===== src/sv/lqrw_pkg.sv =====
// Shared types, constants and helpers for the wheel drive controller.
package lqrw_pkg;

  localparam int unsigned FracBits = 16;   // fraction bits of every fixed-point value
  localparam int unsigned DataW    = 32;
  localparam int unsigned ScaleW   = 31;
  localparam int unsigned OpW      = 33;   // multiplier operand width
  localparam int unsigned ProdW    = 2 * OpW;
  localparam int unsigned AccW     = ProdW + 1;
  localparam int unsigned CfgIdxW  = 3;

  typedef enum logic [CfgIdxW-1:0] {
    CfgGainFwd   = 3'd0,
    CfgGainRate  = 3'd1,
    CfgGainTurn  = 3'd2,
    CfgGainAngle = 3'd3,
    CfgGainSint  = 3'd4,
    CfgGainTint  = 3'd5,
    CfgSpeedScl  = 3'd6,
    CfgTurnScl   = 3'd7
  } cfg_idx_e;

  typedef struct packed {
    logic signed [DataW-1:0]  gain_forward_speed;
    logic signed [DataW-1:0]  gain_pitch_rate;
    logic signed [DataW-1:0]  gain_turn_rate;
    logic signed [DataW-1:0]  gain_pitch_angle;
    logic signed [DataW-1:0]  gain_speed_integral;
    logic signed [DataW-1:0]  gain_turn_integral;
    logic        [ScaleW-1:0] speed_scale;
    logic        [ScaleW-1:0] turn_scale;
  } cfg_t;

  typedef struct packed {
    logic signed [DataW-1:0] left_speed;
    logic signed [DataW-1:0] right_speed;
    logic signed [DataW-1:0] tilt_rate;
    logic signed [DataW-1:0] tilt_angle;
    logic signed [DataW-1:0] forward_speed_target;
    logic signed [DataW-1:0] turn_rate_target;
  } in_t;

  typedef struct packed {
    logic signed [DataW-1:0] left_effort;
    logic signed [DataW-1:0] right_effort;
  } out_t;

  // clamp to the signed 32-bit range
  function automatic logic signed [DataW-1:0] sat32(input logic signed [AccW-1:0] v);
    logic signed [DataW-1:0] r;
    if ((&v[AccW-1:DataW-1]) || !(|v[AccW-1:DataW-1])) begin
      r = v[DataW-1:0];
    end else if (v[AccW-1]) begin
      r = {1'b1, {(DataW-1){1'b0}}};
    end else begin
      r = {1'b0, {(DataW-1){1'b1}}};
    end
    return r;
  endfunction

endpackage


===== src/sv/lqrw_mul.sv =====
// Shared signed multiplier with registered product.
module lqrw_mul (
  input  logic                               clk_i,
  input  logic signed [lqrw_pkg::OpW-1:0]    a_i,
  input  logic signed [lqrw_pkg::OpW-1:0]    b_i,
  output logic signed [lqrw_pkg::ProdW-1:0]  prod_o
);
  import lqrw_pkg::*;

  logic signed [ProdW-1:0] prod_q, prod_d;

  assign prod_d = a_i * b_i;

  always_ff @(posedge clk_i) begin
    prod_q <= prod_d;
  end

  assign prod_o = prod_q;

endmodule


===== src/sv/lqrw_regs.sv =====
// Configuration register file: gains and speed and turn scales.
module lqrw_regs (
  input  logic                          clk_i,
  input  logic                          rst_ni,
  input  logic                          we_i,
  input  logic [lqrw_pkg::CfgIdxW-1:0]  idx_i,
  input  logic [lqrw_pkg::DataW-1:0]    wdata_i,
  output lqrw_pkg::cfg_t                cfg_o
);
  import lqrw_pkg::*;

  cfg_t cfg_q, cfg_d;

  always_comb begin
    cfg_d = cfg_q;
    if (we_i) begin
      unique case (cfg_idx_e'(idx_i))
        CfgGainFwd:   cfg_d.gain_forward_speed  = wdata_i;
        CfgGainRate:  cfg_d.gain_pitch_rate     = wdata_i;
        CfgGainTurn:  cfg_d.gain_turn_rate      = wdata_i;
        CfgGainAngle: cfg_d.gain_pitch_angle    = wdata_i;
        CfgGainSint:  cfg_d.gain_speed_integral = wdata_i;
        CfgGainTint:  cfg_d.gain_turn_integral  = wdata_i;
        CfgSpeedScl:  cfg_d.speed_scale         = wdata_i[ScaleW-1:0];
        CfgTurnScl:   cfg_d.turn_scale          = wdata_i[ScaleW-1:0];
        default:      cfg_d = cfg_q;
      endcase
    end
  end

  always_ff @(posedge clk_i or negedge rst_ni) begin
    if (!rst_ni) begin
      cfg_q.gain_forward_speed  <= -32'sd113204;
      cfg_q.gain_pitch_rate     <= -32'sd54403;
      cfg_q.gain_turn_rate      <= -32'sd8041;
      cfg_q.gain_pitch_angle    <= -32'sd282497;
      cfg_q.gain_speed_integral <= 32'sd1398;
      cfg_q.gain_turn_integral  <= 32'sd1372;
      cfg_q.speed_scale         <= 31'd1638;
      cfg_q.turn_scale          <= 31'd22898;
    end else begin
      cfg_q <= cfg_d;
    end
  end

  assign cfg_o = cfg_q;

endmodule


===== src/sv/lqr_integral_wheel_drive.sv =====
// Top level: LQR state feedback with integral action for a two-wheeled drive.
//
//  channel | direction | handshake             | payload
//  --------+-----------+-----------------------+--------------------------------
//  in      | sink      | in_valid_i/in_stall_o | wheel speeds, tilt, targets
//  out     | source    | out_valid_o/out_stall_i| left and right effort
//  cfg     | sink      | cfg_we_i              | cfg_idx_i, cfg_wdata_i
//
// A transfer in starts a run: the single shared multiplier forms eight products
// (two scalings, six gain terms), the gain terms accumulated from its product
// register; after a final step the result saturates into the output register.
// Reset: asynchronous, active low; gains and scales to defaults, integrators to zero.
// Stalls: a new item is taken while a result still waits; a run completes but
// holds its result until the output register is free.
module lqr_integral_wheel_drive (
  input  logic                          clk_i,
  input  logic                          rst_ni,
  input  logic                          in_valid_i,
  output logic                          in_stall_o,
  input  lqrw_pkg::in_t                 in_data_i,
  output logic                          out_valid_o,
  input  logic                          out_stall_i,
  output lqrw_pkg::out_t                out_data_o,
  input  logic                          cfg_we_i,
  input  logic [lqrw_pkg::CfgIdxW-1:0]  cfg_idx_i,
  input  logic [lqrw_pkg::DataW-1:0]    cfg_wdata_i
);
  import lqrw_pkg::*;

  typedef enum logic [2:0] {
    StIdle = 3'b001,
    StRun  = 3'b010,
    StDone = 3'b100
  } state_e;

  // sequencer steps; each product lands in the step after its own
  localparam logic [3:0] StepFwd     = 4'd0;  // speed_scale * (l + r)
  localparam logic [3:0] StepTurn    = 4'd1;  // turn_scale * (l - r), fwd result back
  localparam logic [3:0] StepRate    = 4'd2;  // turn result back, speed integrator
  localparam logic [3:0] StepAngle   = 4'd3;  // turn integrator, first gain term
  localparam logic [3:0] StepGFwd    = 4'd4;
  localparam logic [3:0] StepGTurn   = 4'd5;
  localparam logic [3:0] StepGSint   = 4'd6;  // also turn-rate term accumulated
  localparam logic [3:0] StepGTint   = 4'd7;
  localparam logic [3:0] StepLast    = 4'd8;  // turn-integral term accumulated
  localparam logic [3:0] StepFinish  = 4'd9;

  state_e state_q, state_d;
  logic [3:0] cnt_q, cnt_d;

  cfg_t cfg;
  in_t  item_q;
  out_t out_q;
  logic out_valid_q, out_valid_d;
  logic accept, load_out;

  logic signed [DataW-1:0] fwd_q, turn_q;
  logic signed [DataW-1:0] speed_sum_q, speed_sum_d, turn_sum_q, turn_sum_d;
  logic signed [AccW-1:0]  acc_l_q, acc_l_d, acc_r_q, acc_r_d;
  logic signed [OpW-1:0]   op_a, op_b;
  logic signed [ProdW-1:0] prod;
  logic signed [AccW-1:0]  term, scaled;
  logic signed [DataW+1:0] int_speed, int_turn;
  logic                    neg_r;

  lqrw_regs u_regs (
    .clk_i   (clk_i),
    .rst_ni  (rst_ni),
    .we_i    (cfg_we_i),
    .idx_i   (cfg_idx_i),
    .wdata_i (cfg_wdata_i),
    .cfg_o   (cfg)
  );

  lqrw_mul u_mul (
    .clk_i  (clk_i),
    .a_i    (op_a),
    .b_i    (op_b),
    .prod_o (prod)
  );

  assign accept   = in_valid_i && !in_stall_o;
  assign load_out = (state_q == StDone) && (!out_valid_q || !out_stall_i);

  // operand selection for the shared multiplier
  always_comb begin
    op_a = '0;
    op_b = '0;
    if (state_q == StRun) begin
      case (cnt_q)
        StepFwd: begin
          op_a = $signed({2'b00, cfg.speed_scale});
          op_b = OpW'(item_q.left_speed) + OpW'(item_q.right_speed);
        end
        StepTurn: begin
          op_a = $signed({2'b00, cfg.turn_scale});
          op_b = OpW'(item_q.left_speed) - OpW'(item_q.right_speed);
        end
        StepRate: begin
          op_a = OpW'(cfg.gain_pitch_rate);
          op_b = OpW'(item_q.tilt_rate);
        end
        StepAngle: begin
          op_a = OpW'(cfg.gain_pitch_angle);
          op_b = OpW'(item_q.tilt_angle);
        end
        StepGFwd: begin
          op_a = OpW'(cfg.gain_forward_speed);
          op_b = OpW'(fwd_q);
        end
        StepGTurn: begin
          op_a = OpW'(cfg.gain_turn_rate);
          op_b = OpW'(turn_q);
        end
        StepGSint: begin
          op_a = OpW'(cfg.gain_speed_integral);
          op_b = OpW'(speed_sum_q);
        end
        StepGTint: begin
          op_a = OpW'(cfg.gain_turn_integral);
          op_b = OpW'(turn_sum_q);
        end
        default: begin
          op_a = '0;
          op_b = '0;
        end
      endcase
    end
  end

  assign term   = AccW'(prod);
  assign scaled = AccW'(prod >>> FracBits);
  // right wheel takes the turn and turn-integral terms with opposite sign
  assign neg_r  = (cnt_q == StepGSint) || (cnt_q == StepLast);

  assign int_speed = (DataW+2)'(speed_sum_q) + (DataW+2)'(item_q.forward_speed_target)
                   - (DataW+2)'(fwd_q);
  assign int_turn  = (DataW+2)'(turn_sum_q) + (DataW+2)'(item_q.turn_rate_target)
                   - (DataW+2)'(turn_q);

  always_comb begin
    speed_sum_d = speed_sum_q;
    turn_sum_d  = turn_sum_q;
    acc_l_d     = acc_l_q;
    acc_r_d     = acc_r_q;
    if (state_q == StRun) begin
      if (cnt_q == StepRate) speed_sum_d = sat32(AccW'(int_speed));
      if (cnt_q == StepAngle) begin
        turn_sum_d = sat32(AccW'(int_turn));
        acc_l_d    = term;
        acc_r_d    = term;
      end else if (cnt_q > StepAngle && cnt_q <= StepLast) begin
        acc_l_d = acc_l_q + term;
        acc_r_d = neg_r ? acc_r_q - term : acc_r_q + term;
      end
    end
  end

  // sequencer
  always_comb begin
    state_d = state_q;
    cnt_d   = cnt_q;
    unique case (state_q)
      StIdle: begin
        if (in_valid_i) begin
          state_d = StRun;
          cnt_d   = StepFwd;
        end
      end
      StRun: begin
        cnt_d = cnt_q + 4'd1;
        if (cnt_q == StepFinish) state_d = StDone;
      end
      StDone: begin
        if (load_out) state_d = StIdle;
      end
      default: state_d = StIdle;
    endcase
  end

  assign in_stall_o = (state_q != StIdle);

  always_comb begin
    out_valid_d = out_valid_q;
    if (load_out) out_valid_d = 1'b1;
    else if (out_valid_q && !out_stall_i) out_valid_d = 1'b0;
  end

  always_ff @(posedge clk_i or negedge rst_ni) begin
    if (!rst_ni) begin
      state_q     <= StIdle;
      cnt_q       <= '0;
      out_valid_q <= 1'b0;
      speed_sum_q <= '0;
      turn_sum_q  <= '0;
    end else begin
      state_q     <= state_d;
      cnt_q       <= cnt_d;
      out_valid_q <= out_valid_d;
      speed_sum_q <= speed_sum_d;
      turn_sum_q  <= turn_sum_d;
    end
  end

  // payload registers
  always_ff @(posedge clk_i) begin
    if (accept) item_q <= in_data_i;
    if (state_q == StRun && cnt_q == StepTurn) fwd_q  <= sat32(scaled);
    if (state_q == StRun && cnt_q == StepRate) turn_q <= sat32(scaled);
    acc_l_q <= acc_l_d;
    acc_r_q <= acc_r_d;
    if (load_out) begin
      out_q.left_effort  <= sat32(acc_l_q >>> FracBits);
      out_q.right_effort <= sat32(acc_r_q >>> FracBits);
    end
  end

  assign out_valid_o = out_valid_q;
  assign out_data_o  = out_q;

  // checks
  a_accept_starts_run: assert property (@(posedge clk_i) disable iff (!rst_ni)
    accept |=> (state_q == StRun) && (cnt_q == StepFwd))
    else $error("transfer in did not start a run");

  a_result_from_done: assert property (@(posedge clk_i) disable iff (!rst_ni)
    $rose(out_valid_q) |-> $past(state_q == StDone))
    else $error("result raised outside completion");

  a_cnt_bound: assert property (@(posedge clk_i) disable iff (!rst_ni)
    (state_q == StRun) |-> (cnt_q <= StepFinish))
    else $error("step counter overran");

  a_sums_hold_idle: assert property (@(posedge clk_i) disable iff (!rst_ni)
    (state_q == StIdle) |=> $stable(speed_sum_q) && $stable(turn_sum_q))
    else $error("integrator moved while idle");

endmodule

===== config.mk =====
export PLATFORM = sky130hd
export DESIGN_NAME = lqr_integral_wheel_drive
export DESIGN_NICKNAME = d
export VERILOG_FILES = /design/src/sv/lqrw_pkg.sv /design/src/sv/lqrw_mul.sv /design/src/sv/lqrw_regs.sv /design/src/sv/lqr_integral_wheel_drive.sv
export SDC_FILE = /design/constraint.sdc
export NUM_CORES = 2
export LEC_CHECK = 0
export ABC_AREA = 1
export ABC_CLOCK_PERIOD_IN_PS = 18700
export BUFFER_PORTS_ARGS = -buffer_cell sky130_fd_sc_hd__buf_2
export CELL_PAD_IN_SITES_DETAIL_PLACEMENT = 2
export CELL_PAD_IN_SITES_GLOBAL_PLACEMENT = 2
export CORE_MARGIN = 10
export CORE_UTILIZATION = 30
export CTS_CLUSTER_SIZE = 24
export DETAILED_ROUTE_END_ITERATION = 16
export GPL_ROUTABILITY_DRIVEN = 0
export PLACE_DENSITY_LB_ADDON = 0.1
export SYNTH_ARGS = -nofsm -noshare
export SYNTH_HDL_FRONTEND = slang
export SYNTH_SLANG_ARGS = --single-unit

===== constraint.sdc =====
create_clock -name clk_i -period 18.7 [get_ports clk_i]
set_input_delay 1.87 -clock clk_i [delete_from_list [all_inputs] [get_ports clk_i]]
set_output_delay 1.87 -clock clk_i [all_outputs]
set_load 0.01 [all_outputs]

==> qor.csv <==
stage,metric,value,unit
cells_and_area,area_growth,10.7,%
clock_network,cts_tree,done,
clock_network,post_cts_resized,0,
run_status,status,completed,
yosys,postSynthAreaPerCell,8.10,sq um
floorplan,die_h,574,microns
detailed_routing,first_pass_iters,5,
yosys,syn-num-nets,13200,
sta,worstMarginPinSlew,1180,ps
floorplan,die_area,329000,sq um
setup_path,crit_path_end_kind,flop,
sta,skew,95.9,ps
sta,finalHoldViolCount,0,
detailed_routing,drc,0,
sta,fmaxAchievable,78.9,MHz
cells_and_area,mostFrequentLayoutCell,nand2_1,
clock_network,clk_transition_reported_paths,80,ps
grt,antenna_found_initial,15,
sta,period_share,0.678,
clock_network,hold_buffers,0,
grt,grt_overflow_total,0,
yosys,seq_area_frac_synth,0.253,
detailed_routing,first_iter_violations,5068,
setup_path,r2r_cells,38,
sta,period_needed,12670,ps
floorplan,start_util,0.301,
yosys,synth_area,92000,sq um
placement,hpwl,356000,microns
setup_path,max_stage_delay,770,ps
yosys,synth_top_area_share,0.259,
clock_network,clockRootBuffer,clkbuf_16,
yosys,syn_inst,11400,
setup_path,cpMaxStageDelayCell,inv_2,
clock_network,clkLatencyLatePin,910,ps
setup_path,path_max_fanout,36,
grt,grt_first_pass_wirelength,650000,microns
sta,finalSetupViolations,0,
yosys,synth_ff_type,edfxtp_1,
grt,grt_pass1_vias,92400,
placement,portBuffers,297,
detailed_routing,via_per_inst,5.13,
grt,grt_max_degree,126,
clock_network,numCtsBuffers,115,
floorplan,pin_count,298,
yosys,async_reset_ff_frac,0.385,
setup_path,required,19470,ps
setup_path,r2r_start,cnt_q[2]$_DFFE_PN0P_,
floorplan,chipWidth,574,microns
setup_path,r2r_slack,6030,ps
setup_path,worstSetupStartpoint,cnt_q[2]$_DFFE_PN0P_,
detailed_routing,wl,445000,microns
setup_path,cpMostUsedCell,fa_1,
yosys,yosysTopAreaCell,fa_1,
yosys,synth_area_leaders,"fa_1 (26%), edfxtp_1 (15%), nand2_1 (12%)",
cells_and_area,layout_common_cells,"nand2_1 (2,900), inv_1 (2,102), fa_1 (1,188), nor2_1 (1,005), o21ai_0 (699)",
sta,setup_tns,0,ps
detailed_routing,num_vias,80900,
clock_network,cts.sinks,846,
floorplan,coreArea,306000,sq um
yosys,synth_edf_count,454,
cells_and_area,drive_gt1_frac,0.0782,
yosys,synth_cell_types,69,
flow_run,maxCapViolations,0,
clock_network,clockBufferDepth,4,
clock_network,htree_levels,3,
min_path,hold_class,reg2reg,
floorplan,placementRows,203,
yosys,ys_ff_latch,846,
setup_path,crit_path_start_kind,flop,
detailed_routing,antenna_left,0,
setup_path,cp.arrival,13450,ps
setup_path,crit_path_end,u_mul.prod_o[38]$_DFF_P_,
cells_and_area,nNetsFinal,13400,
sta,rsz0062_at_grt,false,
detailed_routing,wl_per_cell,28.3,microns
yosys,yosys_warnings,0,
sta,slew_violations,0,
setup_path,critical_path_class,reg2reg,
clock_network,post-cts-setup-buffers,0,
grt,grt_use_total,0.264,
setup_path,r2r_end,u_mul.prod_o[38]$_DFF_P_,
sta,slew_headroom,0.210,
## registers in the layout, indices dropped and copies added, names as in the netlist
name          cells
turn_sum_q       32
cnt_q             4
acc_r_q          67
fwd_q            32
item_q          192
u_mul.prod_o     66
out_valid_o       1
out_data_o       64
state_q           3
turn_q           32
u_regs.cfg_o    254
acc_l_q          67
speed_sum_q      32
## through the flow
| stage | area (sq um) | cells | setup slack [ps] | hold WS (ps) | utilization |
|---|---|---|---|---|---|
| 2_1_floorplan | 92000 | 11400 | 7670 | 453 | - |
| 3_3_place_gp | 98000 | 15500 | 6240 | 466 | 0.321 |
| 3_5_place_dp | 98000 | 15500 | 6190 | 475 | 0.321 |
| 4_1_cts | 102000 | 15700 | 6140 | 490 | 0.333 |
| 5_1_grt | 102000 | 15700 | 5550 | 509 | 0.333 |
| 6_report | 102000 | 15700 | 6030 | 487 | 0.333 |
## area by class of cell
| type | instances | area (sq um) |
|---|---|---|
| timing repair buffer | 416 | 2410 |
| clock inverter | 63 | 708 |
| inverter | 2141 | 8050 |
| fill | 35100 | 204000 |
| antenna | 5 | 12.5 |
| sequential | 846 | 23300 |
| clock buffer | 148 | 3190 |
| tap | 4100 | 5130 |
| multi-input combinational | 8030 | 59100 |
## critical path, delay by kind of cell (launching register included)
family / cells / cell delay [ps]
adders and majority gates: 10 / 4750
AOI/OAI and AO/OA: 11 / 2830
and+or+nand+nor: 9 / 2320
buffers and inverters: 6 / 1500
DFF: 1 / 560
xor gates and xnor gates: 2 / 520
## per-layer routing
metal	share of wire	vias to the layer above	track usage
li1	-	35800	-
met1	0.43	42700	0.336
met2	0.49	1740	0.460
met3	0.037	676	0.0257
met4	0.050	6	0.108
met5	0.00011	-	0
## worst min-delay path by stage
stage | startpoint | depth (start not counted) | to | slack [ps]
after global placement | u_regs.cfg_o[233]$_DFFE_PN0P_ | 2 | u_regs.cfg_o[233]$_DFFE_PN0P_ | 470
after global routing | u_regs.cfg_o[195]$_DFFE_PN1P_ | 2 | u_regs.cfg_o[195]$_DFFE_PN1P_ | 510
after detailed placement | u_regs.cfg_o[38]$_DFFE_PN0P_ | 2 | u_regs.cfg_o[38]$_DFFE_PN0P_ | 470
after floorplan | u_regs.cfg_o[202]$_DFFE_PN0P_ | 2 | u_regs.cfg_o[202]$_DFFE_PN0P_ | 450
final | u_regs.cfg_o[38]$_DFFE_PN0P_ | 2 | u_regs.cfg_o[38]$_DFFE_PN0P_ | 490
after CTS | u_regs.cfg_o[38]$_DFFE_PN0P_ | 2 | u_regs.cfg_o[38]$_DFFE_PN0P_ | 490
## cells in the mapped netlist, types with 29 or more instances
cell type and count:
nand4_1 96, xor2_1 156, nand3_1 314, nor2_1 1018
a21oi_1 592, inv_2 36, o21bai_1 47, buf_4 38
edfxtp_1 454, a22o_1 46, dfxtp_1 66, dfrtp_1 201
nor3_1 68, nand2_1 2906, fa_1 1189, a21o_1 29
buf_2 176, xnor2_1 51, nor4_1 48, o21ai_0 699
clkbuf_1 96, dfstp_2 125, ha_1 455, inv_1 2104
## logic make-up after synthesis
| group | share of synthesized area |
|---|---|
| simple gates | 0.201 |
| buf+inv | 0.108 |
| fa+ha+maj | 0.320 |
| compound gates | 0.0984 |
| flops | 0.253 |
| xor+xnor | 0.0197 |
Power is not shown: default switching activity piles up to over one toggle a cycle in this logic, so the estimate is an artifact.
